--- config.mk ---
export PLATFORM = sky130hd
export DESIGN_NAME = bb3_mean
export DESIGN_NICKNAME = d
export VERILOG_FILES = /design/src/box_blur_3x3_clipped_defines.svh /design/src/bb3_pkg.sv /design/src/bb3_mean.sv
export SDC_FILE = /design/constraint.sdc
export NUM_CORES = 1
export LEC_CHECK = 0
export CAP_MARGIN = 20
export CORE_ASPECT_RATIO = 0.6
export CORE_UTILIZATION = 35
export DETAILED_ROUTE_END_ITERATION = 7
export DONT_BUFFER_PORTS = 1
export PLACE_DENSITY = 0.45
export SLEW_MARGIN = 20
export SYNTH_ARGS = -nofsm -noshare
export SYNTH_HDL_FRONTEND = slang
export SYNTH_SLANG_ARGS = --single-unit
--- constraint.sdc ---
create_clock -name clock -period 17.3 [get_ports clock]
set_input_delay 0.865 -clock clock [delete_from_list [all_inputs] [get_ports clock]]
set_output_delay 0.865 -clock clock [all_outputs]
set_load 0.005 [all_outputs]
--- src/box_blur_3x3_clipped_defines.svh ---
// ----------------------------------------------------------------------------
// Assertion macros for the 3x3 box blur.
// Shared property forms used by the blur's own checks.
// ----------------------------------------------------------------------------
`ifndef BOX_BLUR_3X3_CLIPPED_DEFINES_SVH
`define BOX_BLUR_3X3_CLIPPED_DEFINES_SVH

// The consequent must hold in the same cycle as the antecedent.
`define BB3_ASSERT_IMPLY(label, clk, rst, ante, cons, msg) \
   label: assert property (@(posedge clk) disable iff (rst) (ante) |-> (cons)) \
      else $error(msg);

// The consequent must hold in the cycle after the antecedent.
`define BB3_ASSERT_NEXT(label, clk, rst, ante, cons, msg) \
   label: assert property (@(posedge clk) disable iff (rst) (ante) |=> (cons)) \
      else $error(msg);

`endif

--- src/bb3_pkg.sv ---
// ----------------------------------------------------------------------------
// Box blur package
// Widths, register indexes, stage records and the reciprocal table.
// ----------------------------------------------------------------------------
package bb3_pkg;

   localparam int CHAN_BITS   = 8;
   localparam int PIX_BITS    = 3 * CHAN_BITS;
   localparam int WIDTH_BITS  = 11;
   localparam int HEIGHT_BITS = 12;
   localparam int ROW_BITS    = 13;
   localparam int POS_BITS    = 24;
   localparam int TOTAL_BITS  = 23;
   localparam int SUM_BITS    = 12;
   localparam int CNT_BITS    = 4;
   localparam int RECIP_BITS  = 20;
   localparam int RECIP_SHIFT = 20;
   localparam int ADDR_BITS   = 3;
   localparam int DATA_BITS   = 32;

   localparam logic CSR_IMAGE_WIDTH  = 1'b0;
   localparam logic CSR_IMAGE_HEIGHT = 1'b1;

   localparam logic CMD_PIXEL = 1'b0;
   localparam logic CMD_DRAIN = 1'b1;

   localparam logic [WIDTH_BITS-1:0]  WIDTH_RESET  = 11'd640;
   localparam logic [HEIGHT_BITS-1:0] HEIGHT_RESET = 12'd480;

   typedef logic [PIX_BITS-1:0] pixel_type;

   typedef struct packed {
      logic      emit;
      logic      up;
      logic      down;
      logic      left;
      logic      right;
      logic      last;
      logic      fwd;
      pixel_type pixel;
      pixel_type fwd_up;
      pixel_type fwd_mid;
   } step_type;

   typedef struct packed {
      logic [SUM_BITS-1:0] red;
      logic [SUM_BITS-1:0] green;
      logic [SUM_BITS-1:0] blue;
      logic [CNT_BITS-1:0] cnt;
      logic                last;
   } sums_type;

   // Rounded-up 2^20 / (2 * count); exact for every sum a window can reach.
   function automatic logic [RECIP_BITS-1:0] recip(input logic [CNT_BITS-1:0] cnt);
      logic [RECIP_BITS-1:0] m;
      case (cnt)
         4'd1: begin
            m = 20'd524288;
         end
         4'd2: begin
            m = 20'd262144;
         end
         4'd3: begin
            m = 20'd174763;
         end
         4'd4: begin
            m = 20'd131072;
         end
         4'd6: begin
            m = 20'd87382;
         end
         4'd9: begin
            m = 20'd58255;
         end
         default: begin
            m = '0;
         end
      endcase
      return m;
   endfunction

endpackage

--- src/bb3_mean.sv ---
// ----------------------------------------------------------------------------
// Box blur mean stage
// Rounds each channel sum to its mean by reciprocal multiply; output register.
// ----------------------------------------------------------------------------
module bb3_mean (
   input  logic                           clock,
   input  logic                           reset,
   input  logic                           s2_valid,
   input  bb3_pkg::sums_type              sums,
   input  logic                           rsp_ready,
   output logic                           out_free,
   output logic                           rsp_valid,
   output logic [bb3_pkg::CHAN_BITS-1:0]  rsp_red_out,
   output logic [bb3_pkg::CHAN_BITS-1:0]  rsp_green_out,
   output logic [bb3_pkg::CHAN_BITS-1:0]  rsp_blue_out,
   output logic                           rsp_frame_end
);

   import bb3_pkg::*;

   localparam int V_BITS    = SUM_BITS + 1;
   localparam int PROD_BITS = V_BITS + RECIP_BITS;

   logic [RECIP_BITS-1:0] m;
   logic [SUM_BITS-1:0]   sum_c [3];
   logic [V_BITS-1:0]     v;
   logic [PROD_BITS-1:0]  prod;
   logic [CHAN_BITS-1:0]  mean_c [3];
   logic                  load;
   logic                  out_valid_ff, out_valid_in;
   logic [CHAN_BITS-1:0]  red_ff, red_in;
   logic [CHAN_BITS-1:0]  green_ff, green_in;
   logic [CHAN_BITS-1:0]  blue_ff, blue_in;
   logic                  last_ff, last_in;

   always_comb begin
      out_free = !out_valid_ff || rsp_ready;
      load     = s2_valid && out_free;
      m        = recip(sums.cnt);
      sum_c[0] = sums.red;
      sum_c[1] = sums.green;
      sum_c[2] = sums.blue;

      for (int ch = 0; ch < 3; ch++) begin
         v          = (V_BITS'(sum_c[ch]) << 1) + V_BITS'(sums.cnt);
         prod       = PROD_BITS'(v) * PROD_BITS'(m);
         mean_c[ch] = prod[RECIP_SHIFT +: CHAN_BITS];
      end

      red_in   = red_ff;
      green_in = green_ff;
      blue_in  = blue_ff;
      last_in  = last_ff;
      if (load) begin
         red_in   = mean_c[0];
         green_in = mean_c[1];
         blue_in  = mean_c[2];
         last_in  = sums.last;
      end

      if (load) begin
         out_valid_in = 1'b1;
      end else if (rsp_ready) begin
         out_valid_in = 1'b0;
      end else begin
         out_valid_in = out_valid_ff;
      end
   end

   always_ff @(posedge clock) begin
      if (reset) begin
         out_valid_ff <= 1'b0;
      end else begin
         out_valid_ff <= out_valid_in;
      end
      red_ff   <= red_in;
      green_ff <= green_in;
      blue_ff  <= blue_in;
      last_ff  <= last_in;
   end

   assign rsp_valid     = out_valid_ff;
   assign rsp_red_out   = red_ff;
   assign rsp_green_out = green_ff;
   assign rsp_blue_out  = blue_ff;
   assign rsp_frame_end = last_ff;

endmodule

==> qor.csv <==
stage,metric,value,unit
outcome,status,"finished, final reports clean",
global_route,grt ovf,0,
critical_path,FF-to-FF setup slack,15.69,ns
critical_path,CP required,17.37,ns
cts,"Clk Latency, worst-skew pair",0.31,ns
cts,# clock sinks,26,
critical_path,critical path startpoint category,input port,
die,Die Width,299.0,µm
critical_path,"Arr. time, crit path",7.72,ns
logic_synthesis,post-synthesis sequential area ratio,4.160,%
critical_path,R2R cell count,2,
place,hpwl dp,50710,µm
timing,Tcrit/Tclk final,44.22,%
logic_synthesis,synthesized cell area,0.01853,mm²
timing,clk_skew,0.007171,ns
global_route,first-pass GRT wire length,86190,µm
logic_synthesis,Post-synth EDFFs,25,
power_and_ir_drop,logic gate share of total power,81.8,%
global_route,initial antenna violation count,2,
logic_synthesis,average cell area after synthesis,8.964,µm²
route,drt pass-1 iters,5,
die,die area,0.05389,mm²
cts,TritonCTS Buffers,3,
global_route,largest net degree at the start of global routing,32,
power_and_ir_drop,Clk pwr share,7.6,%
cts,hold_buf cts,0,
logic_synthesis,Post-synth top flop,edfxtp_1,
logic_synthesis,Cell variety after synth,68,
place,# port buffers,0,
global_route,gr usage total,21.60,%
critical_path,CP startpoint,sums[2],
logic_synthesis,Ys Warns,0,
timing,setup ws final,9.651,ns
logic_synthesis,xor/xnor share of the synthesized area,4.491,%
cts,H-tree depth,1,
timing,Setup Viol. Count Final,0,
logic_synthesis,largest family of logic cells by synthesized area,adder cells,
power_and_ir_drop,VDD IR max,0.04227,mV
timing,Final Max Slew Viols,0,
power_and_ir_drop,Internal Pwr Total,0.4387,mW
route,final antenna-violating net count,0,
finish,"commonest non-fill, non-tap cell in the layout",inv_1,
critical_path,CP max FO,15,
route,DR vias,12930,
power_and_ir_drop,Flop pwr share,10.6,%
die,Initial Util,35.93,%
power_and_ir_drop,Leak,10.57,nW
finish,area delta synth->final,5.281,%
critical_path,kind of critical path,input port to flop,
critical_path,reg-to-reg startpoint,rsp_valid,
timing,Fin Hold WS,0.5660,ns
timing,setup TNS,0,ns
die,Core ar.,0.05157,mm²
cts,setup bufs post-CTS,0,
logic_synthesis,share of async-settable or async-resettable flops after synthesis,0,%
route,DR DRC count,0,
logic_synthesis,Post-Synth Adder-Cell Area,60.45,%
critical_path,CP Capture Type,flop,
cts,clock root buffer,clkbuf_16,
timing,RSZ-0062 raised after global routing,no,
global_route,number of global-route vias before repair,13910,
power_and_ir_drop,PwrDens,50.43,mW/mm²
logic_synthesis,Seq cells post-synth,26,
critical_path,worst setup path end,rsp_red_out[7],
timing,Tmin final,7.649,ns
power_and_ir_drop,Net Sw Power,0.5451,mW
cts,clk buf depth,2,
route,DR WL/cell,20.42,µm
logic_synthesis,multiplexer share of the synthesized area,0.1080,%
logic_synthesis,post-synthesis compound-gate area fraction,5.247,%
finish,most frequent cells in the layout,"inv_1 (749), fa_1 (452), ha_1 (172)",
route,initial drt markers,1030,
die,# IOs,72,
route,routed vias/inst,4.685,
run,max-capacitance violation count,0,
finish,Layout Nets,2735,
cts,"CTS clk-pin slew, worst paths",0.11,ns
power_and_ir_drop,Switching Share,55.40,%
hold_path,worst min path class,flop to flop,
route,WL final,56370,µm
finish,layout cells sized above 1,2.470,%
die,Die Y,180.2,µm
timing,Fin. Hold Viols,0,
place,GP Congestion,0.9475,
cts,CTS tree,done,
timing,Peak Freq,130.7,MHz
logic_synthesis,Synth Area in Simple Gates,9.690,%
logic_synthesis,synthesized instance count,2067,
die,Core Rows,64,
place,pre-CTS setup slack,9.359,ns
critical_path,FF-to-FF End,rsp_blue_out[5],
timing,Slew HR,27.08,%
cts,CTS-repair resized insts,0,
timing,Slew @ Worst Pin,1.091,ns
-- cell usage after synthesis (6+ instances only) --
master	instances	area share, %
or2_2	10	0.34
nor2_1	141	2.9
nand4_1	12	0.41
a21oi_1	44	1.2
and2_1	15	0.51
and3_1	11	0.37
nand3_1	23	0.62
nor3_1	6	0.16
ha_1	172	12
inv_1	749	15
o21ai_0	21	0.57
nand2_1	138	2.8
a211oi_1	8	0.32
fa_1	452	49
edfxtp_1	25	4.1
xor2_1	39	1.8
nand2b_1	13	0.44
clkbuf_1	22	0.45
xnor2_1	56	2.6
a21o_1	17	0.69
-- routing by layer --
layer | up-vias | GRT usage (%) | part of all wire [%] | routed length, µm
met3 | 22 | 6.112 | 8.9 | 5008
met4 | 2 | 2.306 | 0.92 | 519
li1 | 5924 | - | - | -
met2 | 392 | 28.65 | 38 | 21620
met5 | - | 0 | 0.023 | 13
met1 | 6591 | 34.87 | 52 | 29210
-- logic make-up (layout without fill, tap and decap cells) --
family,Yosys count,after routing
simple gates,397,397
mux,2,2
xor+xnor,95,95
buf+inv,778,766
flops,26,26
fa+ha+maj,624,624
other cells,2,14
compound gates,143,143
-- critical path, stage by stage --
cell and delay (ns):
and2b_1 0.22, nand3b_1 0.41, inv_1 0.28, nor2_1 0.75
buf_4 0.40, nor2_1 0.14, fa_1 0.56, inv_1 0.06
fa_1 0.60, inv_1 0.08, fa_1 0.51, fa_1 0.50
inv_1 0.05, fa_1 0.47, inv_1 0.04, ha_1 0.28
nand4_1 0.20, or3_1 0.43, a41oi_1 0.40, a21o_1 0.17
a311oi_1 0.12, xnor2_1 0.14
-- layout make-up --
cell class | instances | area [µm²]
antenna | 2 | 5.005
clock buffer | 4 | 88.84
fill | 5338 | 32060
inverter | 751 | 2819
multi-input combinational | 1273 | 14870
sequential | 26 | 770.7
tap | 693 | 867.1
timing repair buffer | 11 | 82.58
-- how the worst min path moves through the flow --
stage | start | to | slack [ns] | cells after the start
after CTS | rsp_valid | rsp_valid | 0.57 | 2
after floorplan | rsp_valid | rsp_valid | 0.52 | 2
final | rsp_valid | rsp_valid | 0.57 | 2
after detailed placement | rsp_valid | rsp_valid | 0.56 | 2
after global routing | reset | rsp_valid | 0.61 | 1
after global placement | rsp_valid | rsp_valid | 0.55 | 2
-- registers in the layout, indices dropped and copies added, names as in the netlist --
| signal | count |
|---|---|
| rsp_blue_out | 8 |
| rsp_green_out | 8 |
| rsp_red_out | 8 |
| rsp_frame_end | 1 |
| rsp_valid | 1 |
-- per-stage QoR --
| stage | utilization (%) | power (mW) | cell area [µm²] | std cells |
|---|---|---|---|---|
| after floorplan | - | 0.6754 | 18570 | 2077 |
| after global placement | 37.65 | 0.9093 | 19410 | 2754 |
| after detailed placement | 37.65 | 0.9054 | 19410 | 2754 |
| after CTS | 37.82 | 0.9952 | 19500 | 2758 |
| after global routing | 37.82 | 1.111 | 19510 | 2759 |
| final | 37.83 | 0.9839 | 19510 | 2760 |
-- power by group through the flow --
stage | Sequential, mW | Combinational (mW) | Clock (mW)
3_5_place_dp | 0.106 | 0.799 | 0
3_3_place_gp | 0.107 | 0.802 | 0
2_1_floorplan | 0.101 | 0.574 | 0
6_report | 0.105 | 0.805 | 0.0744
4_1_cts | 0.105 | 0.812 | 0.0781
5_1_grt | 0.106 | 0.926 | 0.0783
Note: power is estimated with default switching activity, not from simulation.
