===== src/box_blur_3x3_clipped_defines.svh =====
// ----------------------------------------------------------------------------
// Assertion macros for the 3x3 box blur.
// Shared property forms used by the blur's own checks.
// ----------------------------------------------------------------------------
`ifndef BOX_BLUR_3X3_CLIPPED_DEFINES_SVH
`define BOX_BLUR_3X3_CLIPPED_DEFINES_SVH

// The consequent must hold in the same cycle as the antecedent.
`define BB3_ASSERT_IMPLY(label, clk, rst, ante, cons, msg) \
   label: assert property (@(posedge clk) disable iff (rst) (ante) |-> (cons)) \
      else $error(msg);

// The consequent must hold in the cycle after the antecedent.
`define BB3_ASSERT_NEXT(label, clk, rst, ante, cons, msg) \
   label: assert property (@(posedge clk) disable iff (rst) (ante) |=> (cons)) \
      else $error(msg);

`endif


===== src/bb3_pkg.sv =====
// ----------------------------------------------------------------------------
// Box blur package
// Widths, register indexes, stage records and the reciprocal table.
// ----------------------------------------------------------------------------
package bb3_pkg;

   localparam int CHAN_BITS   = 8;
   localparam int PIX_BITS    = 3 * CHAN_BITS;
   localparam int WIDTH_BITS  = 11;
   localparam int HEIGHT_BITS = 12;
   localparam int ROW_BITS    = 13;
   localparam int POS_BITS    = 24;
   localparam int TOTAL_BITS  = 23;
   localparam int SUM_BITS    = 12;
   localparam int CNT_BITS    = 4;
   localparam int RECIP_BITS  = 20;
   localparam int RECIP_SHIFT = 20;
   localparam int ADDR_BITS   = 3;
   localparam int DATA_BITS   = 32;

   localparam logic CSR_IMAGE_WIDTH  = 1'b0;
   localparam logic CSR_IMAGE_HEIGHT = 1'b1;

   localparam logic CMD_PIXEL = 1'b0;
   localparam logic CMD_DRAIN = 1'b1;

   localparam logic [WIDTH_BITS-1:0]  WIDTH_RESET  = 11'd640;
   localparam logic [HEIGHT_BITS-1:0] HEIGHT_RESET = 12'd480;

   typedef logic [PIX_BITS-1:0] pixel_type;

   typedef struct packed {
      logic      emit;
      logic      up;
      logic      down;
      logic      left;
      logic      right;
      logic      last;
      logic      fwd;
      pixel_type pixel;
      pixel_type fwd_up;
      pixel_type fwd_mid;
   } step_type;

   typedef struct packed {
      logic [SUM_BITS-1:0] red;
      logic [SUM_BITS-1:0] green;
      logic [SUM_BITS-1:0] blue;
      logic [CNT_BITS-1:0] cnt;
      logic                last;
   } sums_type;

   // Rounded-up 2^20 / (2 * count); exact for every sum a window can reach.
   function automatic logic [RECIP_BITS-1:0] recip(input logic [CNT_BITS-1:0] cnt);
      logic [RECIP_BITS-1:0] m;
      case (cnt)
         4'd1: begin
            m = 20'd524288;
         end
         4'd2: begin
            m = 20'd262144;
         end
         4'd3: begin
            m = 20'd174763;
         end
         4'd4: begin
            m = 20'd131072;
         end
         4'd6: begin
            m = 20'd87382;
         end
         4'd9: begin
            m = 20'd58255;
         end
         default: begin
            m = '0;
         end
      endcase
      return m;
   endfunction

endpackage


===== src/bb3_seq.sv =====
// ----------------------------------------------------------------------------
// Box blur sequencer
// Raster counters, item filtering, border masks and the input stage register.
// ----------------------------------------------------------------------------
module bb3_seq #(
   parameter int MAX_WIDTH = 1024
) (
   input  logic                             clock,
   input  logic                             reset,
   input  logic                             cfg_wr,
   input  logic                             req_valid,
   output logic                             req_ready,
   input  logic                             req_cmd,
   input  logic [bb3_pkg::CHAN_BITS-1:0]    req_red_in,
   input  logic [bb3_pkg::CHAN_BITS-1:0]    req_green_in,
   input  logic [bb3_pkg::CHAN_BITS-1:0]    req_blue_in,
   input  logic [bb3_pkg::WIDTH_BITS-1:0]   width_eff,
   input  logic [bb3_pkg::HEIGHT_BITS-1:0]  height_eff,
   input  logic [bb3_pkg::TOTAL_BITS-1:0]   total,
   input  logic                             s2_free,
   input  bb3_pkg::pixel_type               mid_old,
   output logic                             rd_en,
   output logic [$clog2(MAX_WIDTH)-1:0]     rd_addr,
   output logic [$clog2(MAX_WIDTH)-1:0]     wr_addr,
   output logic                             s1_valid,
   output logic                             s1_adv,
   output bb3_pkg::step_type                step
);

   import bb3_pkg::*;

   localparam int CW = $clog2(MAX_WIDTH);

   logic [CW-1:0]         col_ff, col_in;
   logic [CW-1:0]         s1_col_ff, s1_col_in;
   logic [ROW_BITS-1:0]   row_ff, row_in;
   logic [POS_BITS-1:0]   pos_ff, pos_in;
   logic [TOTAL_BITS-1:0] cnt_ff, cnt_in;
   logic                  s1_valid_ff, s1_valid_in;
   step_type              step_ff, step_in;
   logic                  at_col0;
   logic                  keep;
   logic                  emit;
   logic                  last;
   logic                  accept;
   logic                  take;
   logic                  adv;

   always_comb begin
      at_col0 = (col_ff == '0);
      if (req_cmd == CMD_DRAIN) begin
         keep = 32'(pos_ff) >= 32'(total);
      end else begin
         keep = 32'(pos_ff) < 32'(total);
      end
      emit   = 32'(pos_ff) >= 32'(width_eff) + 32'd1;
      last   = emit && (32'(cnt_ff) + 32'd1 >= 32'(total));
      adv    = s1_valid_ff && s2_free;
      accept = req_valid && (!s1_valid_ff || s2_free);
      take   = accept && keep;

      col_in    = col_ff;
      row_in    = row_ff;
      pos_in    = pos_ff;
      cnt_in    = cnt_ff;
      step_in   = step_ff;
      s1_col_in = s1_col_ff;

      if (take) begin
         step_in.emit  = emit;
         step_in.up    = at_col0 ? (32'(row_ff) >= 32'd3) : (32'(row_ff) >= 32'd2);
         step_in.down  = at_col0 ? (32'(row_ff) <= 32'(height_eff))
                                 : (32'(row_ff) < 32'(height_eff));
         step_in.left  = at_col0 ? (32'(width_eff) >= 32'd2) : (32'(col_ff) >= 32'd2);
         step_in.right = !at_col0;
         step_in.last  = last;
         step_in.fwd   = adv && (s1_col_ff == col_ff);
         step_in.pixel = {req_red_in, req_green_in, req_blue_in};
         step_in.fwd_up  = mid_old;
         step_in.fwd_mid = step_ff.pixel;
         s1_col_in = col_ff;

         if (last) begin
            col_in = '0;
            row_in = '0;
            pos_in = '0;
            cnt_in = '0;
         end else begin
            if (32'(col_ff) + 32'd1 >= 32'(width_eff)) begin
               col_in = '0;
               row_in = row_ff + ROW_BITS'(1);
            end else begin
               col_in = col_ff + CW'(1);
            end
            pos_in = pos_ff + POS_BITS'(1);
            cnt_in = cnt_ff + TOTAL_BITS'(emit);
         end
      end

      if (cfg_wr) begin
         col_in = '0;
         row_in = '0;
         pos_in = '0;
         cnt_in = '0;
      end

      if (take) begin
         s1_valid_in = 1'b1;
      end else if (adv) begin
         s1_valid_in = 1'b0;
      end else begin
         s1_valid_in = s1_valid_ff;
      end
   end

   always_ff @(posedge clock) begin
      if (reset) begin
         col_ff      <= '0;
         row_ff      <= '0;
         pos_ff      <= '0;
         cnt_ff      <= '0;
         s1_valid_ff <= 1'b0;
      end else begin
         col_ff      <= col_in;
         row_ff      <= row_in;
         pos_ff      <= pos_in;
         cnt_ff      <= cnt_in;
         s1_valid_ff <= s1_valid_in;
      end
      step_ff   <= step_in;
      s1_col_ff <= s1_col_in;
   end

   assign req_ready = !s1_valid_ff || s2_free;
   assign rd_en     = take;
   assign rd_addr   = col_ff;
   assign wr_addr   = s1_col_ff;
   assign s1_valid  = s1_valid_ff;
   assign s1_adv    = adv;
   assign step      = step_ff;

endmodule


===== config.mk =====
export PLATFORM = sky130hd
export DESIGN_NAME = bb3_seq
export DESIGN_NICKNAME = d
export VERILOG_FILES = /design/src/box_blur_3x3_clipped_defines.svh /design/src/bb3_pkg.sv /design/src/bb3_seq.sv
export SDC_FILE = /design/constraint.sdc
export NUM_CORES = 1
export LEC_CHECK = 0
export BUFFER_PORTS_ARGS = -buffer_cell sky130_fd_sc_hd__buf_2
export CAP_MARGIN = 10
export CORE_MARGIN = 10
export CORE_UTILIZATION = 50
export CTS_BUF_LIST = sky130_fd_sc_hd__clkbuf_8
export CTS_CLUSTER_DIAMETER = 150
export DETAILED_ROUTE_END_ITERATION = 8
export PLACE_DENSITY = 0.78
export SETUP_SLACK_MARGIN = 0.15
export SLEW_MARGIN = 15
export SYNTH_ARGS = -nofsm -noshare
export SYNTH_HDL_FRONTEND = slang
export SYNTH_SLANG_ARGS = --single-unit

===== constraint.sdc =====
create_clock -name clock -period 7.4 [get_ports clock]
set_input_delay 2.22 -clock clock [delete_from_list [all_inputs] [get_ports clock]]
set_output_delay 2.22 -clock clock [all_outputs]
set_load 0.02 [all_outputs]

==> results.yml <==
cts:
  cts_tree: "done"
  hold_buffers: 0
  postCtsSetupBuffers: 0
  clockBufferDepth: 2
  clk_latency_ns: 0.48
  cts_buffers: 17
  htree_levels: 4
  cts_resized: 0
  clk_pin_slew_ns: 0.10
  cts.sinks: 160
  cts_root_buf: "clkbuf_8"
synth:
  syn-num-nets: 1062
  synth-seq-area-share: 0.460
  synth_cells: 870
  ys.flop_type: "edfxtp_1"
  synth.distinct_cells: 65
  ys_warn_count: 0
  avgSynthCellArea_um2: 10.2
  synth_seq_cells: 160
  synth_edf_count: 89
  synthArstFlopShare: 0
  netlist_area_um2: 8900
drt:
  vias: 7555
  drt_drc_violations_left: 0
  vias_per_cell: 5.78
  finalWirelength_um: 25500
  drtIter0Drc: 501
  firstDrtPassIters: 5
  wl_per_cell_um: 19.5
  ant_nets: 0
floorplanning:
  die_area_um2: 23500
  dieWidth_um: 153
  die_h_um: 153
  rows: 48
  fp.coreArea_um2: 17400
  io_pins: 203
  start_util: 0.513
grt:
  grt_overflow: 0
  grt_pass1_vias: 7173
  grt_use_total: 0.207
  grt_pass1_wl_um: 39500
  antenna_found_initial: 4
  grt_max_degree: 73
finish:
  areaGrowthSynthToFinish_pct: 18.4
  fin_nets: 1260
  layout_commonest_cell: "buf_2"
  fillerInstances: 1453
  fin_area_um2: 10500
  multi_input_area_um2: 4480
  drive_gt1_frac: 0.237
  final_cell_mix: "buf_2, ha_1, edfxtp_1, dfxtp_1, nand2_1"
  register_area_um2: 4090
placement:
  io_buffer_count: 202
  dpl.hpwl_um: 20100
  gp_congestion: 0.968
  dpl_cell_area_um2: 10100
worst_setup_path:
  crit_arrival_ns: 4.36
  worstPathRequired_ns: 5.18
  setup.worst_path.end_class: "primary output"
  path_class: "primary input to primary output"
  critPathMaxFanout: 7
  critPathLaunchType: "primary input"
timing:
  maxSlewViolCount: 0
  fin_crit_ns: 6.58
  fmax_mhz: 152
  setup_viol: 0
  skew_ns: 0.0129
  hold_viol_final: 0
  fin_tns_setup_ns: 0
  hold_slack_ns: 0.448
  finalCritPeriodShare: 0.889
  relSlewSlack: 0.241
  worst_pin_slew_ns: 1.13
  rsz0062_at_grt: "no"
worst_hold_path:
  hold_path_class: "flip-flop to flip-flop"
power:
  vdd_drop_max_mv: 0.110
  power_density_nw_per_um2: 169
  leakage_nw: 4.37
run_status:
  status: "finished, final reports clean"
job:
  maxCapViolations: 0
## per-layer routing
| layer | track usage | vias up | share of wire |
|---|---|---|---|
| li1 | - | 3677 | - |
| met1 | 0.256 | 3559 | 0.43 |
| met2 | 0.345 | 274 | 0.49 |
| met3 | 0.0466 | 41 | 0.065 |
| met4 | 0.0778 | 4 | 0.021 |
| met5 | 0 | - | 0.0013 |
## area by class of cell
cell class / count / share of cell area
multi-input cells: 625 / 0.425
flip-flops and latches: 160 / 0.388
inverters: 58 / 0.0208
clock inverters: 15 / 0.0181
repair buffers: 206 / 0.0987
diodes: 2 / 0.000474
well taps: 225 / 0.0267
clock buffers: 17 / 0.0222
## where the power goes
part	switching [mW]	internal (mW)
sequential	0.00778	0.960
combinational	0.105	0.0559
clock	0.396	0.260
total	0.509	1.28
## worst paths after layout
path,from,endpoint,slack (ns),depth (start not counted)
hold / removal,step[51],step[3],0.45,0
hold reg to reg,step[51],step[3],0.45,0
setup / recovery,total[22],rd_en,0.82,11
setup reg to reg,cnt_ff[2],rd_addr[0],2.48,16
## through the flow
step                cells   util  setup WS [ns]  power (mW)
global placement     1274  0.583          0.909        1.15
finish               1308  0.608          0.818        1.79
detailed placement   1274  0.583          0.823        1.15
floorplan             870      -          0.517        1.08
CTS                  1306  0.607          0.793        1.80
global route         1308  0.608          0.642        1.85
## worst max-delay path, stage by stage
cell,delay [ns]
buf_2,0.07
inv_1,0.05
ha_1,0.33
nand4_1,0.17
nor4_2,0.34
a211oi_1,0.14
o221ai_2,0.31
or2_1,0.34
nand3_4,0.13
clkinv_2,0.08
buf_2,0.18
## cells by family (layout without fill, tap and decap cells)
kind of cell	after synthesis	after routing	synth area share
buffers and inverters	85	296	0.0382
xor gates and xnor gates	64	64	0.0629
other	0	2	0
muxes	9	9	0.0103
and+or+nand+nor	299	299	0.182
DFF	160	160	0.460
AOI/OAI and AO/OA	161	161	0.118
adders and majority gates	92	92	0.129
## cells in the mapped netlist (all sizes together) (3+ instances only)
cell type,n,area (um^2)
a211oi,7,52.6
nor3,26,130
edfxtp,89,2670
a21oi,56,284
or4,21,158
o211ai,6,45.0
o2111ai,4,35.0
buf,8,51.3
and2,5,31.3
nand2,59,221
a22o,8,70.1
nand3,46,243
o41ai,3,26.3
and3,14,87.6
o22ai,3,18.8
nor3b,4,30.0
nor2b,3,18.8
a2111oi,3,26.3
clkbuf,19,71.3
or3,10,67.6
nand4,28,175
a31oi,4,25.0
o31ai,20,150
inv,57,214
nor2,48,180
xnor2,46,403
nor4,18,146
xor2,18,158
o21a,3,22.5
mux2i,8,80.1
dfxtp,71,1420
nand2b,8,57.6
and4,3,26.3
o21ai,26,130
ha,92,1150
a21o,5,37.5
## sequential cells by signal (all words and copies together) (netlist names)
register  flops
step         79
rd_addr      10
cnt_ff       23
s1_valid      1
pos_ff       24
row_ff       13
wr_addr      10
No activity file was read; power rests on OpenSTA's default activity.
