**src/box_blur_3x3_clipped_defines.svh**
```systemverilog
// ----------------------------------------------------------------------------
// Assertion macros for the 3x3 box blur.
// Shared property forms used by the blur's own checks.
// ----------------------------------------------------------------------------
`ifndef BOX_BLUR_3X3_CLIPPED_DEFINES_SVH
`define BOX_BLUR_3X3_CLIPPED_DEFINES_SVH

// The consequent must hold in the same cycle as the antecedent.
`define BB3_ASSERT_IMPLY(label, clk, rst, ante, cons, msg) \
   label: assert property (@(posedge clk) disable iff (rst) (ante) |-> (cons)) \
      else $error(msg);

// The consequent must hold in the cycle after the antecedent.
`define BB3_ASSERT_NEXT(label, clk, rst, ante, cons, msg) \
   label: assert property (@(posedge clk) disable iff (rst) (ante) |=> (cons)) \
      else $error(msg);

`endif

```
**src/bb3_pkg.sv**
```systemverilog
// ----------------------------------------------------------------------------
// Box blur package
// Widths, register indexes, stage records and the reciprocal table.
// ----------------------------------------------------------------------------
package bb3_pkg;

   localparam int CHAN_BITS   = 8;
   localparam int PIX_BITS    = 3 * CHAN_BITS;
   localparam int WIDTH_BITS  = 11;
   localparam int HEIGHT_BITS = 12;
   localparam int ROW_BITS    = 13;
   localparam int POS_BITS    = 24;
   localparam int TOTAL_BITS  = 23;
   localparam int SUM_BITS    = 12;
   localparam int CNT_BITS    = 4;
   localparam int RECIP_BITS  = 20;
   localparam int RECIP_SHIFT = 20;
   localparam int ADDR_BITS   = 3;
   localparam int DATA_BITS   = 32;

   localparam logic CSR_IMAGE_WIDTH  = 1'b0;
   localparam logic CSR_IMAGE_HEIGHT = 1'b1;

   localparam logic CMD_PIXEL = 1'b0;
   localparam logic CMD_DRAIN = 1'b1;

   localparam logic [WIDTH_BITS-1:0]  WIDTH_RESET  = 11'd640;
   localparam logic [HEIGHT_BITS-1:0] HEIGHT_RESET = 12'd480;

   typedef logic [PIX_BITS-1:0] pixel_type;

   typedef struct packed {
      logic      emit;
      logic      up;
      logic      down;
      logic      left;
      logic      right;
      logic      last;
      logic      fwd;
      pixel_type pixel;
      pixel_type fwd_up;
      pixel_type fwd_mid;
   } step_type;

   typedef struct packed {
      logic [SUM_BITS-1:0] red;
      logic [SUM_BITS-1:0] green;
      logic [SUM_BITS-1:0] blue;
      logic [CNT_BITS-1:0] cnt;
      logic                last;
   } sums_type;

   // Rounded-up 2^20 / (2 * count); exact for every sum a window can reach.
   function automatic logic [RECIP_BITS-1:0] recip(input logic [CNT_BITS-1:0] cnt);
      logic [RECIP_BITS-1:0] m;
      case (cnt)
         4'd1: begin
            m = 20'd524288;
         end
         4'd2: begin
            m = 20'd262144;
         end
         4'd3: begin
            m = 20'd174763;
         end
         4'd4: begin
            m = 20'd131072;
         end
         4'd6: begin
            m = 20'd87382;
         end
         4'd9: begin
            m = 20'd58255;
         end
         default: begin
            m = '0;
         end
      endcase
      return m;
   endfunction

endpackage

```
**src/bb3_window.sv**
```systemverilog
// ----------------------------------------------------------------------------
// Box blur window stage
// Shifts the 3x3 window and forms the masked per-channel sums and count.
// ----------------------------------------------------------------------------
module bb3_window (
   input  logic                                clock,
   input  logic                                reset,
   input  logic                                cfg_wr,
   input  logic                                s1_adv,
   input  bb3_pkg::step_type                   step,
   input  logic [2*bb3_pkg::PIX_BITS-1:0]      ram_rd,
   input  logic                                out_free,
   output bb3_pkg::pixel_type                  mid_old,
   output logic                                s2_valid,
   output logic                                s2_free,
   output bb3_pkg::sums_type                   sums
);

   import bb3_pkg::*;

   localparam int ROW_SUM_BITS = CHAN_BITS + 2;

   pixel_type                win_ff [3][3];
   pixel_type                win_in [3][3];
   pixel_type                new_col [3];
   pixel_type                up_old;
   logic                     row_on [3];
   logic [ROW_SUM_BITS-1:0]  row_sum;
   logic [SUM_BITS-1:0]      sum_c [3];
   logic [1:0]               rows;
   logic [1:0]               cols;
   logic                     s2_valid_ff, s2_valid_in;
   sums_type                 sums_ff, sums_in;

   always_comb begin
      up_old  = step.fwd ? step.fwd_up : ram_rd[2*PIX_BITS-1:PIX_BITS];
      mid_old = step.fwd ? step.fwd_mid : ram_rd[PIX_BITS-1:0];
      new_col[0] = up_old;
      new_col[1] = mid_old;
      new_col[2] = step.pixel;
      row_on[0] = step.up;
      row_on[1] = 1'b1;
      row_on[2] = step.down;

      for (int ch = 0; ch < 3; ch++) begin
         sum_c[ch] = '0;
         for (int r = 0; r < 3; r++) begin
            row_sum = ROW_SUM_BITS'(win_ff[r][2][(2-ch)*CHAN_BITS +: CHAN_BITS]);
            if (step.left) begin
               row_sum = row_sum
                       + ROW_SUM_BITS'(win_ff[r][1][(2-ch)*CHAN_BITS +: CHAN_BITS]);
            end
            if (step.right) begin
               row_sum = row_sum
                       + ROW_SUM_BITS'(new_col[r][(2-ch)*CHAN_BITS +: CHAN_BITS]);
            end
            if (row_on[r]) begin
               sum_c[ch] = sum_c[ch] + SUM_BITS'(row_sum);
            end
         end
      end

      rows = 2'd1 + 2'(step.up) + 2'(step.down);
      cols = 2'd1 + 2'(step.left) + 2'(step.right);

      sums_in = sums_ff;
      if (s1_adv && step.emit) begin
         sums_in.red   = sum_c[0];
         sums_in.green = sum_c[1];
         sums_in.blue  = sum_c[2];
         sums_in.cnt   = CNT_BITS'(rows) * CNT_BITS'(cols);
         sums_in.last  = step.last;
      end

      if (s1_adv && step.emit) begin
         s2_valid_in = 1'b1;
      end else if (out_free) begin
         s2_valid_in = 1'b0;
      end else begin
         s2_valid_in = s2_valid_ff;
      end

      win_in = win_ff;
      if (s1_adv) begin
         for (int r = 0; r < 3; r++) begin
            win_in[r][0] = win_ff[r][1];
            win_in[r][1] = win_ff[r][2];
            win_in[r][2] = new_col[r];
         end
         if (step.last) begin
            for (int r = 0; r < 3; r++) begin
               for (int c = 0; c < 3; c++) begin
                  win_in[r][c] = '0;
               end
            end
         end
      end
      if (cfg_wr) begin
         for (int r = 0; r < 3; r++) begin
            for (int c = 0; c < 3; c++) begin
               win_in[r][c] = '0;
            end
         end
      end
   end

   always_ff @(posedge clock) begin
      if (reset) begin
         s2_valid_ff <= 1'b0;
         for (int r = 0; r < 3; r++) begin
            for (int c = 0; c < 3; c++) begin
               win_ff[r][c] <= '0;
            end
         end
      end else begin
         s2_valid_ff <= s2_valid_in;
         win_ff      <= win_in;
      end
      sums_ff <= sums_in;
   end

   assign s2_valid = s2_valid_ff;
   assign s2_free  = !s2_valid_ff || out_free;
   assign sums     = sums_ff;

endmodule

```
**config.mk**
```make
export PLATFORM = sky130hd
export DESIGN_NAME = bb3_window
export DESIGN_NICKNAME = d
export VERILOG_FILES = /design/src/box_blur_3x3_clipped_defines.svh /design/src/bb3_pkg.sv /design/src/bb3_window.sv
export SDC_FILE = /design/constraint.sdc
export NUM_CORES = 1
export LEC_CHECK = 0
export BUFFER_PORTS_ARGS = -buffer_cell sky130_fd_sc_hd__buf_2
export CORE_UTILIZATION = 30
export DETAILED_ROUTE_END_ITERATION = 10
export PLACE_DENSITY = 0.53
export SYNTH_ARGS = -nofsm -noshare
export SYNTH_HDL_FRONTEND = slang
export SYNTH_SLANG_ARGS = --single-unit
```
**constraint.sdc**
```tcl
create_clock -name clock -period 6.4 [get_ports clock]
set_input_delay 0.64 -clock clock [delete_from_list [all_inputs] [get_ports clock]]
set_output_delay 0.64 -clock clock [all_outputs]
set_load 0.02 [all_outputs]
```
==> impl_metrics.json <==
{
  "fp.dieW_um": 244,
  "dieArea_sq_um": 59500,
  "rsz0062_at_grt": "no",
  "drtAntennaViolNets": 0,
  "post_cts_buffers": 0,
  "final_common_cell": "a21oi_1",
  "root_buffer": "clkbuf_16",
  "clkLatencyLatePin_ns": 0.50,
  "synthArstFlopShare_pct": 0,
  "synthFlopType": "dfxtp_1",
  "dpl_worst_slack_ns": 0.341,
  "worstPathMaxFanout": 5,
  "pwr-share-clk_pct": 31.5,
  "max_freq_ghz": 0.171,
  "cts_hold_buf": 0,
  "grt_pass1_wl_um": 82900,
  "cp-startpoint": "win_ff[72]",
  "grtUsageMet1_pct": 22.6,
  "pin_count": 199,
  "period_minus_slack_ns": 5.85,
  "gr-usage-met3_pct": 3.14,
  "status": "completed",
  "gp_congestion": 0.871,
  "hp-class": "input port to flip-flop",
  "worst_slack_ns": 0.553,
  "reg2reg_from": "win_ff[72]",
  "r2r_end": "sums[14]",
  "drt-wirelength-per-cell_um": 17.4,
  "switchingPower_w": 0.00119,
  "cts_buffers": 17,
  "multiInputGateArea_sq_um": 12800,
  "fp.dieH_um": 244,
  "synthCells": 2097,
  "start_util_pct": 30.4,
  "vias": 15518,
  "r2r_slack_ns": 0.55,
  "timing.slew.headroom_pct": 30.7,
  "antenna_found_initial": 3,
  "fillers": 5950,
  "cts_num_sinks": 186,
  "drive_above_1_share_pct": 17.9,
  "drt_iter0_drc": 952,
  "critPathMaxStageDelay_ns": 0.43,
  "peakVddDrop_v": 0.000220,
  "drc": 0,
  "netlist_area_sq_um": 17600,
  "p_leak_nw": 8.48,
  "globalRouteTotalUtil_pct": 17.8,
  "hold_ws_ns": 0.307,
  "crit_slowest_cell": "fa_1",
  "overflow": 0,
  "crit_chain": "ha_1 > fa_1 > a211oi_1 > o21bai_1 > a21oi_1 > xnor2_1 > mux2_2 > ha_1 > a2111oi_0 > nor3_1 > xor2_1 > mux2_2 > ha_1 > and3_1 > nand2_1 > nand2_1 > a31oi_1 > xnor2_1 > ha_1 > and3_1 > a221oi_4 > xnor2_1 > mux2_4",
  "mostFrequentLayoutCells": "a21oi_1 (249), ha_1 (208), buf_2 (196), nor2_1 (191), dfxtp_1 (145)",
  "grt_pass1_vias": 15055,
  "rows": 88,
  "timing.final.crit_share_pct": 91.4,
  "htreeDepth": 4,
  "combPwrFrac_pct": 31.4,
  "crit_arrival_ns": 6.10,
  "p_int_w": 0.00225,
  "syn_area_per_cell_sq_um": 8.38,
  "ys_ff_latch": 186,
  "clk_pin_slew_ns": 0.08,
  "ys_seq_area_share_pct": 23.5,
  "skew_ns": 0.0117,
  "clock_path_buffers": 2,
  "cts_resized": 0,
  "finalSetupViolCount": 0,
  "final_hold_viol_count": 0,
  "powerDensity_nw_per_um2": 173,
  "start_kind": "flip-flop",
  "nNetsFinal": 2606,
  "cts_tree": "yes",
  "p_seq_share_pct": 37.1,
  "finalWirelength_um": 52600,
  "cpMostUsedCell": "ha_1",
  "reg2regPathDepth": 23,
  "vias_per_cell": 5.14,
  "use_met2_pct": 30.7,
  "diodes": 0,
  "ys.warnings.count": 0,
  "required_ns": 6.65,
  "critical_path.endpoint_type": "flip-flop",
  "final_max_slew_viol_count": 0,
  "synth_edf_count": 41,
  "first_pass_iters": 5,
  "netSwitchingFraction_pct": 34.6,
  "synth.net_count": 2461,
  "critPathCapture": "sums[14]",
  "dp_hpwl_um": 40600,
  "drv_cap": 0,
  "port_buffers": 198,
  "setup.worst_path.class": "flip-flop to flip-flop",
  "core-area_sq_um": 57800,
  "worst_slew_pin_slew_ns": 1.04,
  "busiest_layer": "met2",
  "grt_max_degree": 128,
  "synthDistinctLibCells": 59,
  "ff_latch_area_sq_um": 4130,
  "finalSetupTns_ns": 0,
  "area_growth_pct": 13.4
}
==> metal layers <==
layer | up-vias | wire [um]
li1 | 7839 | -
met1 | 7318 | 23800
met2 | 305 | 25600
met3 | 50 | 2130
met4 | 6 | 1030
met5 | - | 41
==> critical path, delay by kind of cell, from the launching register on <==
family          cells  cell delay, ns
flops               1            0.34
fa+ha+maj           5            1.62
compound gates      6            1.55
mux                 3            0.86
simple gates        5            0.68
xor+xnor            4            0.57
==> logic make-up after synthesis <==
logic type / count (synthesis) / synth area share [%]
flip-flops: 186 / 23.5
XOR/XNOR: 109 / 5.44
buffers and inverters: 180 / 3.85
AO/OA/AOI/OAI: 663 / 23.5
adder cells (fa/ha/maj): 232 / 17.6
multiplexers: 132 / 8.46
AND/OR/NAND/NOR: 595 / 17.7
==> power groups by stage <==
stage / logic [W] / clock network, W / registers [W]
global placement: 0.00107 / 0 / 0.00130
finish: 0.00108 / 0.00108 / 0.00128
detailed placement: 0.00108 / 0 / 0.00130
CTS: 0.00108 / 0.00113 / 0.00128
floorplan: 0.000730 / 0 / 0.00132
global route: 0.00119 / 0.00117 / 0.00128
==> final cells by class <==
type	count	share of cell area, %
Tap cell	765	4.81
Sequential cell	186	20.8
Inverter	86	1.62
Clock inverter	12	0.553
Timing Repair Buffer	220	5.91
Multi-Input combinational cell	1731	64.1
Clock buffer	20	2.24
==> per-stage QoR <==
stage / area (sq um) / total power, W / cells / util, %
global route: 19900 / 0.00365 / 3020 / 34.4
floorplan: 17600 / 0.00205 / 2097 / -
finish: 19900 / 0.00344 / 3020 / 34.4
CTS: 19900 / 0.00349 / 3020 / 34.4
global placement: 19400 / 0.00237 / 2988 / 33.5
detailed placement: 19400 / 0.00238 / 2988 / 33.5
==> registers in the layout (all words and copies together), names as in the netlist <==
signal,count
s2_valid,1
win_ff,144
sums,41
==> Yosys cell counts, types with 4 or more instances <==
cell / n / area [sq um]
o21bai_1: 16 / 120
clkbuf_1: 78 / 293
dfxtp_1: 145 / 2900
or2_2: 5 / 31.3
o211ai_1: 10 / 75.1
ha_1: 208 / 2600
nand2b_1: 93 / 582
a21oi_1: 249 / 1250
xnor2_1: 84 / 736
o21a_1: 38 / 285
nand3_1: 8 / 40.0
edfxtp_1: 41 / 1230
a21o_1: 44 / 330
o31ai_1: 12 / 90.1
nand3b_1: 74 / 556
a211oi_1: 64 / 480
a31oi_1: 7 / 43.8
inv_1: 85 / 319
o21ba_2: 8 / 80.1
mux2i_1: 4 / 40.0
nor3_1: 32 / 160
xor2_1: 25 / 219
nor2b_1: 92 / 576
a21boi_0: 4 / 30.0
nor2_1: 191 / 717
mux2_2: 127 / 1430
o211a_1: 8 / 80.1
fa_1: 24 / 480
o31a_1: 11 / 96.3
o2bb2ai_1: 12 / 105
a211o_1: 6 / 52.6
or3_1: 6 / 37.5
nor3b_1: 5 / 37.5
buf_1: 15 / 56.3
nand2_1: 78 / 293
o21ai_0: 144 / 721
a31o_2: 5 / 43.8
o22ai_1: 6 / 37.5
==> how the worst min path moves through the flow <==
stage / from / endpoint / slack [ns] / depth (start not counted)
global placement: win_ff[175] / win_ff[175] / 0.46 / 2
global route: reset / s2_valid / 0.28 / 2
finish: reset / s2_valid / 0.31 / 2
floorplan: win_ff[100] / win_ff[100] / 0.45 / 2
CTS: reset / s2_valid / 0.27 / 2
detailed placement: win_ff[30] / win_ff[30] / 0.46 / 2
Note: power is estimated with default switching activity, not from simulation.
