File: config.mk
export PLATFORM = sky130hd
export DESIGN_NAME = bb3_csr
export DESIGN_NICKNAME = d
export VERILOG_FILES = /design/src/box_blur_3x3_clipped_defines.svh /design/src/bb3_pkg.sv /design/src/bb3_csr.sv
export SDC_FILE = /design/constraint.sdc
export NUM_CORES = 1
export LEC_CHECK = 0
export BUFFER_PORTS_ARGS = -buffer_cell sky130_fd_sc_hd__buf_4
export CAP_MARGIN = 0
export CORE_ASPECT_RATIO = 1.2
export CORE_MARGIN = 10
export CORE_UTILIZATION = 28
export CTS_CLUSTER_SIZE = 10
export DETAILED_ROUTE_END_ITERATION = 7
export PLACE_DENSITY = 0.47
export REMOVE_ABC_BUFFERS = 1
export SYNTH_ARGS = -nofsm -noshare
export SYNTH_HDL_FRONTEND = slang
export SYNTH_SLANG_ARGS = --single-unit
File: constraint.sdc
create_clock -name clock -period 7 [get_ports clock]
set_input_delay 1.4 -clock clock [delete_from_list [all_inputs] [get_ports clock]]
set_output_delay 1.4 -clock clock [all_outputs]
set_load 0.01 [all_outputs]
File: src/box_blur_3x3_clipped_defines.svh
// ----------------------------------------------------------------------------
// Assertion macros for the 3x3 box blur.
// Shared property forms used by the blur's own checks.
// ----------------------------------------------------------------------------
`ifndef BOX_BLUR_3X3_CLIPPED_DEFINES_SVH
`define BOX_BLUR_3X3_CLIPPED_DEFINES_SVH

// The consequent must hold in the same cycle as the antecedent.
`define BB3_ASSERT_IMPLY(label, clk, rst, ante, cons, msg) \
   label: assert property (@(posedge clk) disable iff (rst) (ante) |-> (cons)) \
      else $error(msg);

// The consequent must hold in the cycle after the antecedent.
`define BB3_ASSERT_NEXT(label, clk, rst, ante, cons, msg) \
   label: assert property (@(posedge clk) disable iff (rst) (ante) |=> (cons)) \
      else $error(msg);

`endif

File: src/bb3_pkg.sv
// ----------------------------------------------------------------------------
// Box blur package
// Widths, register indexes, stage records and the reciprocal table.
// ----------------------------------------------------------------------------
package bb3_pkg;

   localparam int CHAN_BITS   = 8;
   localparam int PIX_BITS    = 3 * CHAN_BITS;
   localparam int WIDTH_BITS  = 11;
   localparam int HEIGHT_BITS = 12;
   localparam int ROW_BITS    = 13;
   localparam int POS_BITS    = 24;
   localparam int TOTAL_BITS  = 23;
   localparam int SUM_BITS    = 12;
   localparam int CNT_BITS    = 4;
   localparam int RECIP_BITS  = 20;
   localparam int RECIP_SHIFT = 20;
   localparam int ADDR_BITS   = 3;
   localparam int DATA_BITS   = 32;

   localparam logic CSR_IMAGE_WIDTH  = 1'b0;
   localparam logic CSR_IMAGE_HEIGHT = 1'b1;

   localparam logic CMD_PIXEL = 1'b0;
   localparam logic CMD_DRAIN = 1'b1;

   localparam logic [WIDTH_BITS-1:0]  WIDTH_RESET  = 11'd640;
   localparam logic [HEIGHT_BITS-1:0] HEIGHT_RESET = 12'd480;

   typedef logic [PIX_BITS-1:0] pixel_type;

   typedef struct packed {
      logic      emit;
      logic      up;
      logic      down;
      logic      left;
      logic      right;
      logic      last;
      logic      fwd;
      pixel_type pixel;
      pixel_type fwd_up;
      pixel_type fwd_mid;
   } step_type;

   typedef struct packed {
      logic [SUM_BITS-1:0] red;
      logic [SUM_BITS-1:0] green;
      logic [SUM_BITS-1:0] blue;
      logic [CNT_BITS-1:0] cnt;
      logic                last;
   } sums_type;

   // Rounded-up 2^20 / (2 * count); exact for every sum a window can reach.
   function automatic logic [RECIP_BITS-1:0] recip(input logic [CNT_BITS-1:0] cnt);
      logic [RECIP_BITS-1:0] m;
      case (cnt)
         4'd1: begin
            m = 20'd524288;
         end
         4'd2: begin
            m = 20'd262144;
         end
         4'd3: begin
            m = 20'd174763;
         end
         4'd4: begin
            m = 20'd131072;
         end
         4'd6: begin
            m = 20'd87382;
         end
         4'd9: begin
            m = 20'd58255;
         end
         default: begin
            m = '0;
         end
      endcase
      return m;
   endfunction

endpackage

File: src/bb3_csr.sv
// ----------------------------------------------------------------------------
// Box blur register block
// Image size registers, their clamped values and the pixel count per image.
// ----------------------------------------------------------------------------
module bb3_csr #(
   parameter int MAX_WIDTH = 1024
) (
   input  logic                              clock,
   input  logic                              reset,
   input  logic                              psel,
   input  logic                              penable,
   input  logic                              pwrite,
   input  logic [bb3_pkg::ADDR_BITS-1:0]     paddr,
   input  logic [bb3_pkg::DATA_BITS-1:0]     pwdata,
   output logic [bb3_pkg::DATA_BITS-1:0]     prdata,
   output logic                              pready,
   output logic                              cfg_wr,
   output logic [bb3_pkg::WIDTH_BITS-1:0]    width_eff,
   output logic [bb3_pkg::HEIGHT_BITS-1:0]   height_eff,
   output logic [bb3_pkg::TOTAL_BITS-1:0]    total
);

   import bb3_pkg::*;

   localparam int RESET_W     = (MAX_WIDTH < 640) ? MAX_WIDTH : 640;
   localparam int TOTAL_RESET = RESET_W * 480;

   logic [WIDTH_BITS-1:0]  width_ff, width_in;
   logic [HEIGHT_BITS-1:0] height_ff, height_in;
   logic [TOTAL_BITS-1:0]  total_ff, total_in;
   logic                   reg_sel;

   function automatic logic [WIDTH_BITS-1:0] clamp_width(input logic [WIDTH_BITS-1:0] w);
      logic [WIDTH_BITS-1:0] r;
      if (w == '0) begin
         r = WIDTH_BITS'(1);
      end else if (32'(w) > MAX_WIDTH) begin
         r = WIDTH_BITS'(MAX_WIDTH);
      end else begin
         r = w;
      end
      return r;
   endfunction

   function automatic logic [HEIGHT_BITS-1:0] clamp_height(input logic [HEIGHT_BITS-1:0] h);
      return (h == '0) ? HEIGHT_BITS'(1) : h;
   endfunction

   assign pready  = 1'b1;
   assign reg_sel = paddr[2];
   assign cfg_wr  = psel && penable && pwrite;

   always_comb begin
      width_in  = width_ff;
      height_in = height_ff;
      if (cfg_wr) begin
         case (reg_sel)
            CSR_IMAGE_WIDTH: begin
               width_in = pwdata[WIDTH_BITS-1:0];
            end
            CSR_IMAGE_HEIGHT: begin
               height_in = pwdata[HEIGHT_BITS-1:0];
            end
            default: begin
               width_in = width_ff;
            end
         endcase
      end
      total_in = TOTAL_BITS'(clamp_width(width_in)) * TOTAL_BITS'(clamp_height(height_in));
   end

   always_comb begin
      case (reg_sel)
         CSR_IMAGE_WIDTH: begin
            prdata = DATA_BITS'(width_ff);
         end
         CSR_IMAGE_HEIGHT: begin
            prdata = DATA_BITS'(height_ff);
         end
         default: begin
            prdata = '0;
         end
      endcase
   end

   always_ff @(posedge clock) begin
      if (reset) begin
         width_ff  <= WIDTH_RESET;
         height_ff <= HEIGHT_RESET;
         total_ff  <= TOTAL_BITS'(TOTAL_RESET);
      end else if (cfg_wr) begin
         width_ff  <= width_in;
         height_ff <= height_in;
         total_ff  <= total_in;
      end
   end

   assign width_eff  = clamp_width(width_ff);
   assign height_eff = clamp_height(height_ff);
   assign total      = total_ff;

endmodule

==> reports/qor.txt, run 1 <==
GRT overflow: 0
# port buffers: 76
Post-Syn Area: 6670 sq um
GRT Total Usage: 0.136
Async S/R FF share, synth: 0
via count: 5786
Worst setup SP type: primary input
Clock Latency Late Sink: 0.31 ns
DR pass1 iterations: 4
R2R Setup Slk: 1.12 ns
Filler Cell Count: 2517
Post-synth EDFFs: 0
DR vias/cell: 4.54
Clock transition at path regs: 0.08 ns
Pwr Density: 133 nW/um^2
H-tree depth: 2
synthesis-to-finish area growth: 28.4%
min Tclk post-route: 6.71 ns
Num CTS Buffers: 5
R2R cell count: 22
final setup fails: 0
gpl congestion: 0.842
starting density of the core: 0.286
Worst-Margin Slew: 0.876 ns
share of cells above drive strength 1: 0.263
register area share after synthesis: 0.138
Max Root-Sink Buffers: 2
crit end category: flop
drt initial violations: 201
DR DRC count: 0
Clock Sink Count: 46
Hold Path Depth: 2
DIE HEIGHT: 189 um
multi-input logic area: 5160 sq um
vias in the first global route: 6265
cell row count: 61
pin count of the biggest net entering global routing: 38
final hold vios: 0
critical path type: in -> reg
fmax: 149 MHz
Period Utilization, post-route: 0.959
final slew viol count: 0
YS warnings: 0
Root Driver: clkbuf_16
Final ANT Viol Nets: 0
FF/Latch Area: 921 sq um
total power draw: 0.00114 W
fin util: 0.367
RSZ-0062 raised after global routing: yes
Cells after Synth: 797
Die ar.: 30400 sq um
critical path required time: 7.24 ns
synthesized flop and latch total: 46
drt wl/cell: 16.3 um
Hold Worst Slack: 0.453 ns
Nets: 1149
Cell variety after synth: 57
overall die width: 161 um
VDD IR max: 82.7 uV
critical path arrival: 6.96 ns
syn_area_per_cell: 8.37 sq um
Hold Path Class: reg -> reg
first-pass GRT wire length: 33.7 mm
Worst Clk Skew: 0.0100 ns
Leak: 4.31 nW
Ports: 120
total core area: 23400 sq um
WL final: 20.7 mm
Detail Placement HPWL: 17.2 mm
status: completed
CP Max Fanout: 7
initial antenna violation count: 0
diode count: 0
CTS tree: yes
slew margin rel.: 0.416
max cap viols: 0
commonest register cell after synthesis: dfxtp_1
layout by cell type (no fill, tap or decap), types with 4 or more instances in the layout:
cell       count
clkbuf_16      5
nand3_1       19
nand2_1       89
xor2_1         5
o21ai_0       15
nor2_2         4
or3_1         10
a21oi_1       29
mux2i_1       23
fa_1          89
nor4_1         5
nor2_1       104
and2_1         4
inv_1        108
mux2_2        18
xnor2_1        6
buf_4        199
ha_1          59
nor3_1         4
and3_1         8
nor2b_1        9
dfxtp_1       46
nand2b_1      13
o2111ai_1      4
a21o_1         7
conb_1        21
routing by layer:
metal  GRT usage  vias to the layer above  wire length [um]
met2       0.237                      130             10300
met4      0.0336                        0               357
li1            -                     2845                 -
met3      0.0271                       17               945
met1       0.168                     2794              9130
met5           0                        -                 0
synthesized netlist by cell type, types with 2 or more instances:
| master | n | area share |
|---|---|---|
| nor2b_1 | 9 | 0.0084 |
| nor4_1 | 5 | 0.0047 |
| buf_4 | 23 | 0.026 |
| a21o_1 | 7 | 0.0079 |
| ha_1 | 61 | 0.11 |
| nand2b_1 | 14 | 0.013 |
| a21oi_1 | 32 | 0.024 |
| mux2_2 | 19 | 0.032 |
| o21bai_1 | 3 | 0.0034 |
| a2111oi_0 | 3 | 0.0039 |
| nand4_1 | 3 | 0.0028 |
| o21a_1 | 2 | 0.0022 |
| and2_1 | 4 | 0.0037 |
| or3_1 | 10 | 0.0094 |
| a31o_2 | 2 | 0.0026 |
| inv_1 | 108 | 0.061 |
| fa_1 | 89 | 0.27 |
| dfxtp_1 | 46 | 0.14 |
| o2111ai_1 | 4 | 0.0052 |
| conb_1 | 2 | 0.0011 |
| a31oi_1 | 2 | 0.0019 |
| buf_2 | 6 | 0.0045 |
| nand3_1 | 19 | 0.014 |
| nor2_1 | 108 | 0.061 |
| o211ai_1 | 2 | 0.0022 |
| nand2_1 | 89 | 0.050 |
| o21ai_0 | 16 | 0.012 |
| clkbuf_1 | 32 | 0.018 |
| mux2i_1 | 25 | 0.038 |
| xor2_1 | 5 | 0.0066 |
| and3_1 | 8 | 0.0075 |
| nor3_1 | 5 | 0.0037 |
| xnor2_1 | 7 | 0.0092 |
| o32ai_1 | 2 | 0.0026 |
| a211oi_1 | 3 | 0.0034 |
flip-flops by register name, summed over array words and instances (netlist names):
name and count:
width_ff 11, height_ff 12, total 23
critical path, cell delays in order:
cell and delay [ns]:
buf_4 0.09, nand3_1 0.13, nor2_4 0.21, buf_4 0.22, mux2i_1 0.35, nand2b_1 0.17, buf_4 0.17, nor2_1 0.07
fa_1 0.41, fa_1 0.49, inv_1 0.05, fa_1 0.54, inv_1 0.05, fa_1 0.48, inv_1 0.06, fa_1 0.48
inv_1 0.04, ha_1 0.31, nand2_1 0.07, or3_1 0.34, a21oi_1 0.14, buf_4 0.15, o2111ai_1 0.16, a21o_1 0.22
a31oi_1 0.15
final timing paths:
| kind | startpoint | to |
|---|---|---|
| setup / recovery | pwrite | total[22] |
| hold / removal | total[8] | total[8] |
| setup reg to reg | width_ff[1] | total[22] |
| hold reg to reg | total[8] | total[8] |
per-stage QoR:
stage | TNS [ns] | worst slack, ns | area (sq um) | std cells
after floorplan | -11.64 | -1.13 | 6400 | 752
final | 0 | 0.286 | 8570 | 1275
after global placement | -1.57 | -0.269 | 8280 | 1262
after global routing | -0.0733 | -0.0670 | 8570 | 1275
after CTS | 0 | 0.0574 | 8450 | 1270
after detailed placement | -1.38 | -0.250 | 8280 | 1262
where the power goes:
| part | internal (W) | switching (W) |
|---|---|---|
| sequential | 0.000271 | 0.00000768 |
| clock | 0.000169 | 0.000130 |
| combinational | 0.000256 | 0.000306 |
| total | 0.000696 | 0.000443 |
logic make-up (layout without fill, tap and decap cells):
kind of cell | count (synthesis) | count (layout) | synth area share
other | 2 | 21 | 0.00113
and+or+nand+nor | 281 | 281 | 0.189
DFF | 46 | 46 | 0.138
adders and majority gates | 150 | 150 | 0.381
muxes | 46 | 46 | 0.0750
AOI/OAI and AO/OA | 88 | 88 | 0.0876
xor gates and xnor gates | 12 | 12 | 0.0158
buffers and inverters | 172 | 316 | 0.112
final cells by class:
class,instances,share of cell area
clock buffers,5,0.0146
clock inverters,3,0.00526
inverters,108,0.0473
multi-input cells,598,0.603
flip-flops and latches,46,0.108
well taps,315,0.0460
repair buffers,200,0.177
what timing repair did:
| item | CTS | global route |
|---|---|---|
| hold buffers | 0 | 0 |
| setup buffers | 0 | 5 |
| setup endpoints to repair | 0 | 8 |
| gates resized for setup | 0 | 19 |
Note: power is estimated with default switching activity, not from simulation.
==> inputs of run 2 (changes only) <==
- RECOVER_POWER: default -> 50
==> reports/qor.txt, run 2 (synthesis results as in run 1) <==
Hold Worst Slack: 0.451 ns (-0.00217 ns)
crit end category: flop
most frequent cells in the layout: buf_4, inv_1, nor2_1
cell row count: 61 (unchanged)
WL final: 20.7 mm (about the same)
Clock Sink Count: 46 (unchanged)
setup_tns: 0 ns (unchanged)
synthesis-to-finish area growth: 27.2%
Period Utilization, post-route: 0.959 (about the same)
diode count: 0 (unchanged)
vias in the first global route: 6265 (unchanged)
share of cells above drive strength 1: 0.241 (-0.0219)
DR pass1 iterations: 4 (unchanged)
Worst setup SP type: primary input
critical path type: in -> reg
Detail Placement HPWL: 17.2 mm (unchanged)
drt wl/cell: 16.3 um (about the same)
Nets: 1149 (unchanged)
Worst Clk Skew: 0.0102 ns (+0.000163 ns)
top cell family by delay on the critical path: adder cells
final slew viol count: 0 (unchanged)
CP max-delay cell: fa_1
Ports: 120 (unchanged)
CP peak stage delay: 0.54 ns (about the same)
Pwr Density: 134 nW/um^2 (+0.55%)
RSZ-0062 raised after global routing: yes
max cap viols: 0 (unchanged)
via count: 5784 (-0.035%)
drt initial violations: 173 (-14%)
Final ANT Viol Nets: 0 (unchanged)
gpl congestion: 0.842 (unchanged)
final hold vios: 0 (unchanged)
overall die width: 161 um (unchanged)
status: completed
Filler Cell Count: 2532 (+0.60%)
GRT Total Usage: 0.136 (unchanged)
Die ar.: 30400 sq um (unchanged)
Worst-Margin Slew: 0.879 ns (+0.00292 ns)
final setup fails: 0 (unchanged)
Critical Path Source: pwrite
total power draw: 0.00113 W (-0.37%)
max FFs per register: 23 (unchanged)
min Tclk post-route: 6.71 ns (+0.000115 ns)
# port buffers: 76 (unchanged)
DIE HEIGHT: 189 um (unchanged)
Leak: 4.22 nW (-2.0%)
fmax: 149 MHz (about the same)
Num CTS Buffers: 5 (unchanged)
GRT overflow: 0 (unchanged)
VDD IR max: 82.8 uV (+0.12%)
first-pass GRT wire length: 33.7 mm (unchanged)
CP Max Fanout: 7 (unchanged)
crit path buf inv count: 9 (+1)
Hold Path Class: reg -> reg
critical path required time: 7.21 ns (-0.03 ns)
worst r2r src: width_ff[1]
H-tree depth: 2 (unchanged)
DR vias/cell: 4.54 (about the same)
Root Driver: clkbuf_16
hold path startpoint: total[8]
initial antenna violation count: 0 (unchanged)
Clock transition at path regs: 0.08 ns (about the same)
commonest non-fill, non-tap cell in the layout: buf_4
starting density of the core: 0.286 (unchanged)
pin count of the biggest net entering global routing: 38 (unchanged)
slew margin rel.: 0.414 (-0.00195)
total core area: 23400 sq um (unchanged)
DR DRC count: 0 (unchanged)
critical path arrival: 6.92 ns (-0.04 ns)
CTS tree: yes
Clock Latency Late Sink: 0.31 ns (about the same)
Max Root-Sink Buffers: 2 (unchanged)
-- run 2: what timing repair did --
action	in CTS	in global routing
endpoints found under the setup margin	0	8
hold buffers	0	0
gates resized for setup	0	19
buffers inserted	0	5
-- run 2: tightest hold or removal path: stages, from the launching register on --
cell and delay [ns]:
dfxtp_1 0.31, nand2_1 0.05, a21oi_1 0.05
-- run 2: power breakdown --
group	internal [W]	switching [W]	leakage, nW
Clock	0.000169	0.000130	0.0760
Sequential	0.000271	0.00000748	0.373
Combinational	0.000251	0.000306	3.77
-- run 2: stage by stage --
step           instance area [sq um]   util  worst slack [ns]  std cells
2_1_floorplan                   6400      -             -1.13        752
3_3_place_gp                    8280  0.354            -0.269       1262
3_5_place_dp                    8280  0.354            -0.250       1262
4_1_cts                         8450  0.362            0.0574       1270
5_1_grt                         8490  0.363           -0.0670       1275
6_report                        8490  0.363             0.286       1275
-- run 2: final timing paths --
kind | to | slack, ns | cells after the start
max | total[18] | 0.29 | 26
min | total[8] | 0.45 | 2
max reg2reg | total[18] | 1.12 | 23
min reg2reg | total[8] | 0.45 | 2
-- run 2: cell type report --
class,count,area [sq um],share of cell area
Multi-Input combinational cell,598,5160,0.608
Timing Repair Buffer,200,1440,0.169
Sequential cell,46,921,0.109
Inverter,108,405,0.0478
Tap cell,315,394,0.0464
Clock buffer,5,125,0.0147
Clock inverter,3,45.0,0.00531
-- run 2: routing by layer --
layer,part of all wire,GRT usage,up-vias
li1,-,-,2844
met1,0.44,0.168,2795
met2,0.50,0.237,128
met3,0.045,0.0271,17
met4,0.017,0.0336,0
met5,0,0,-
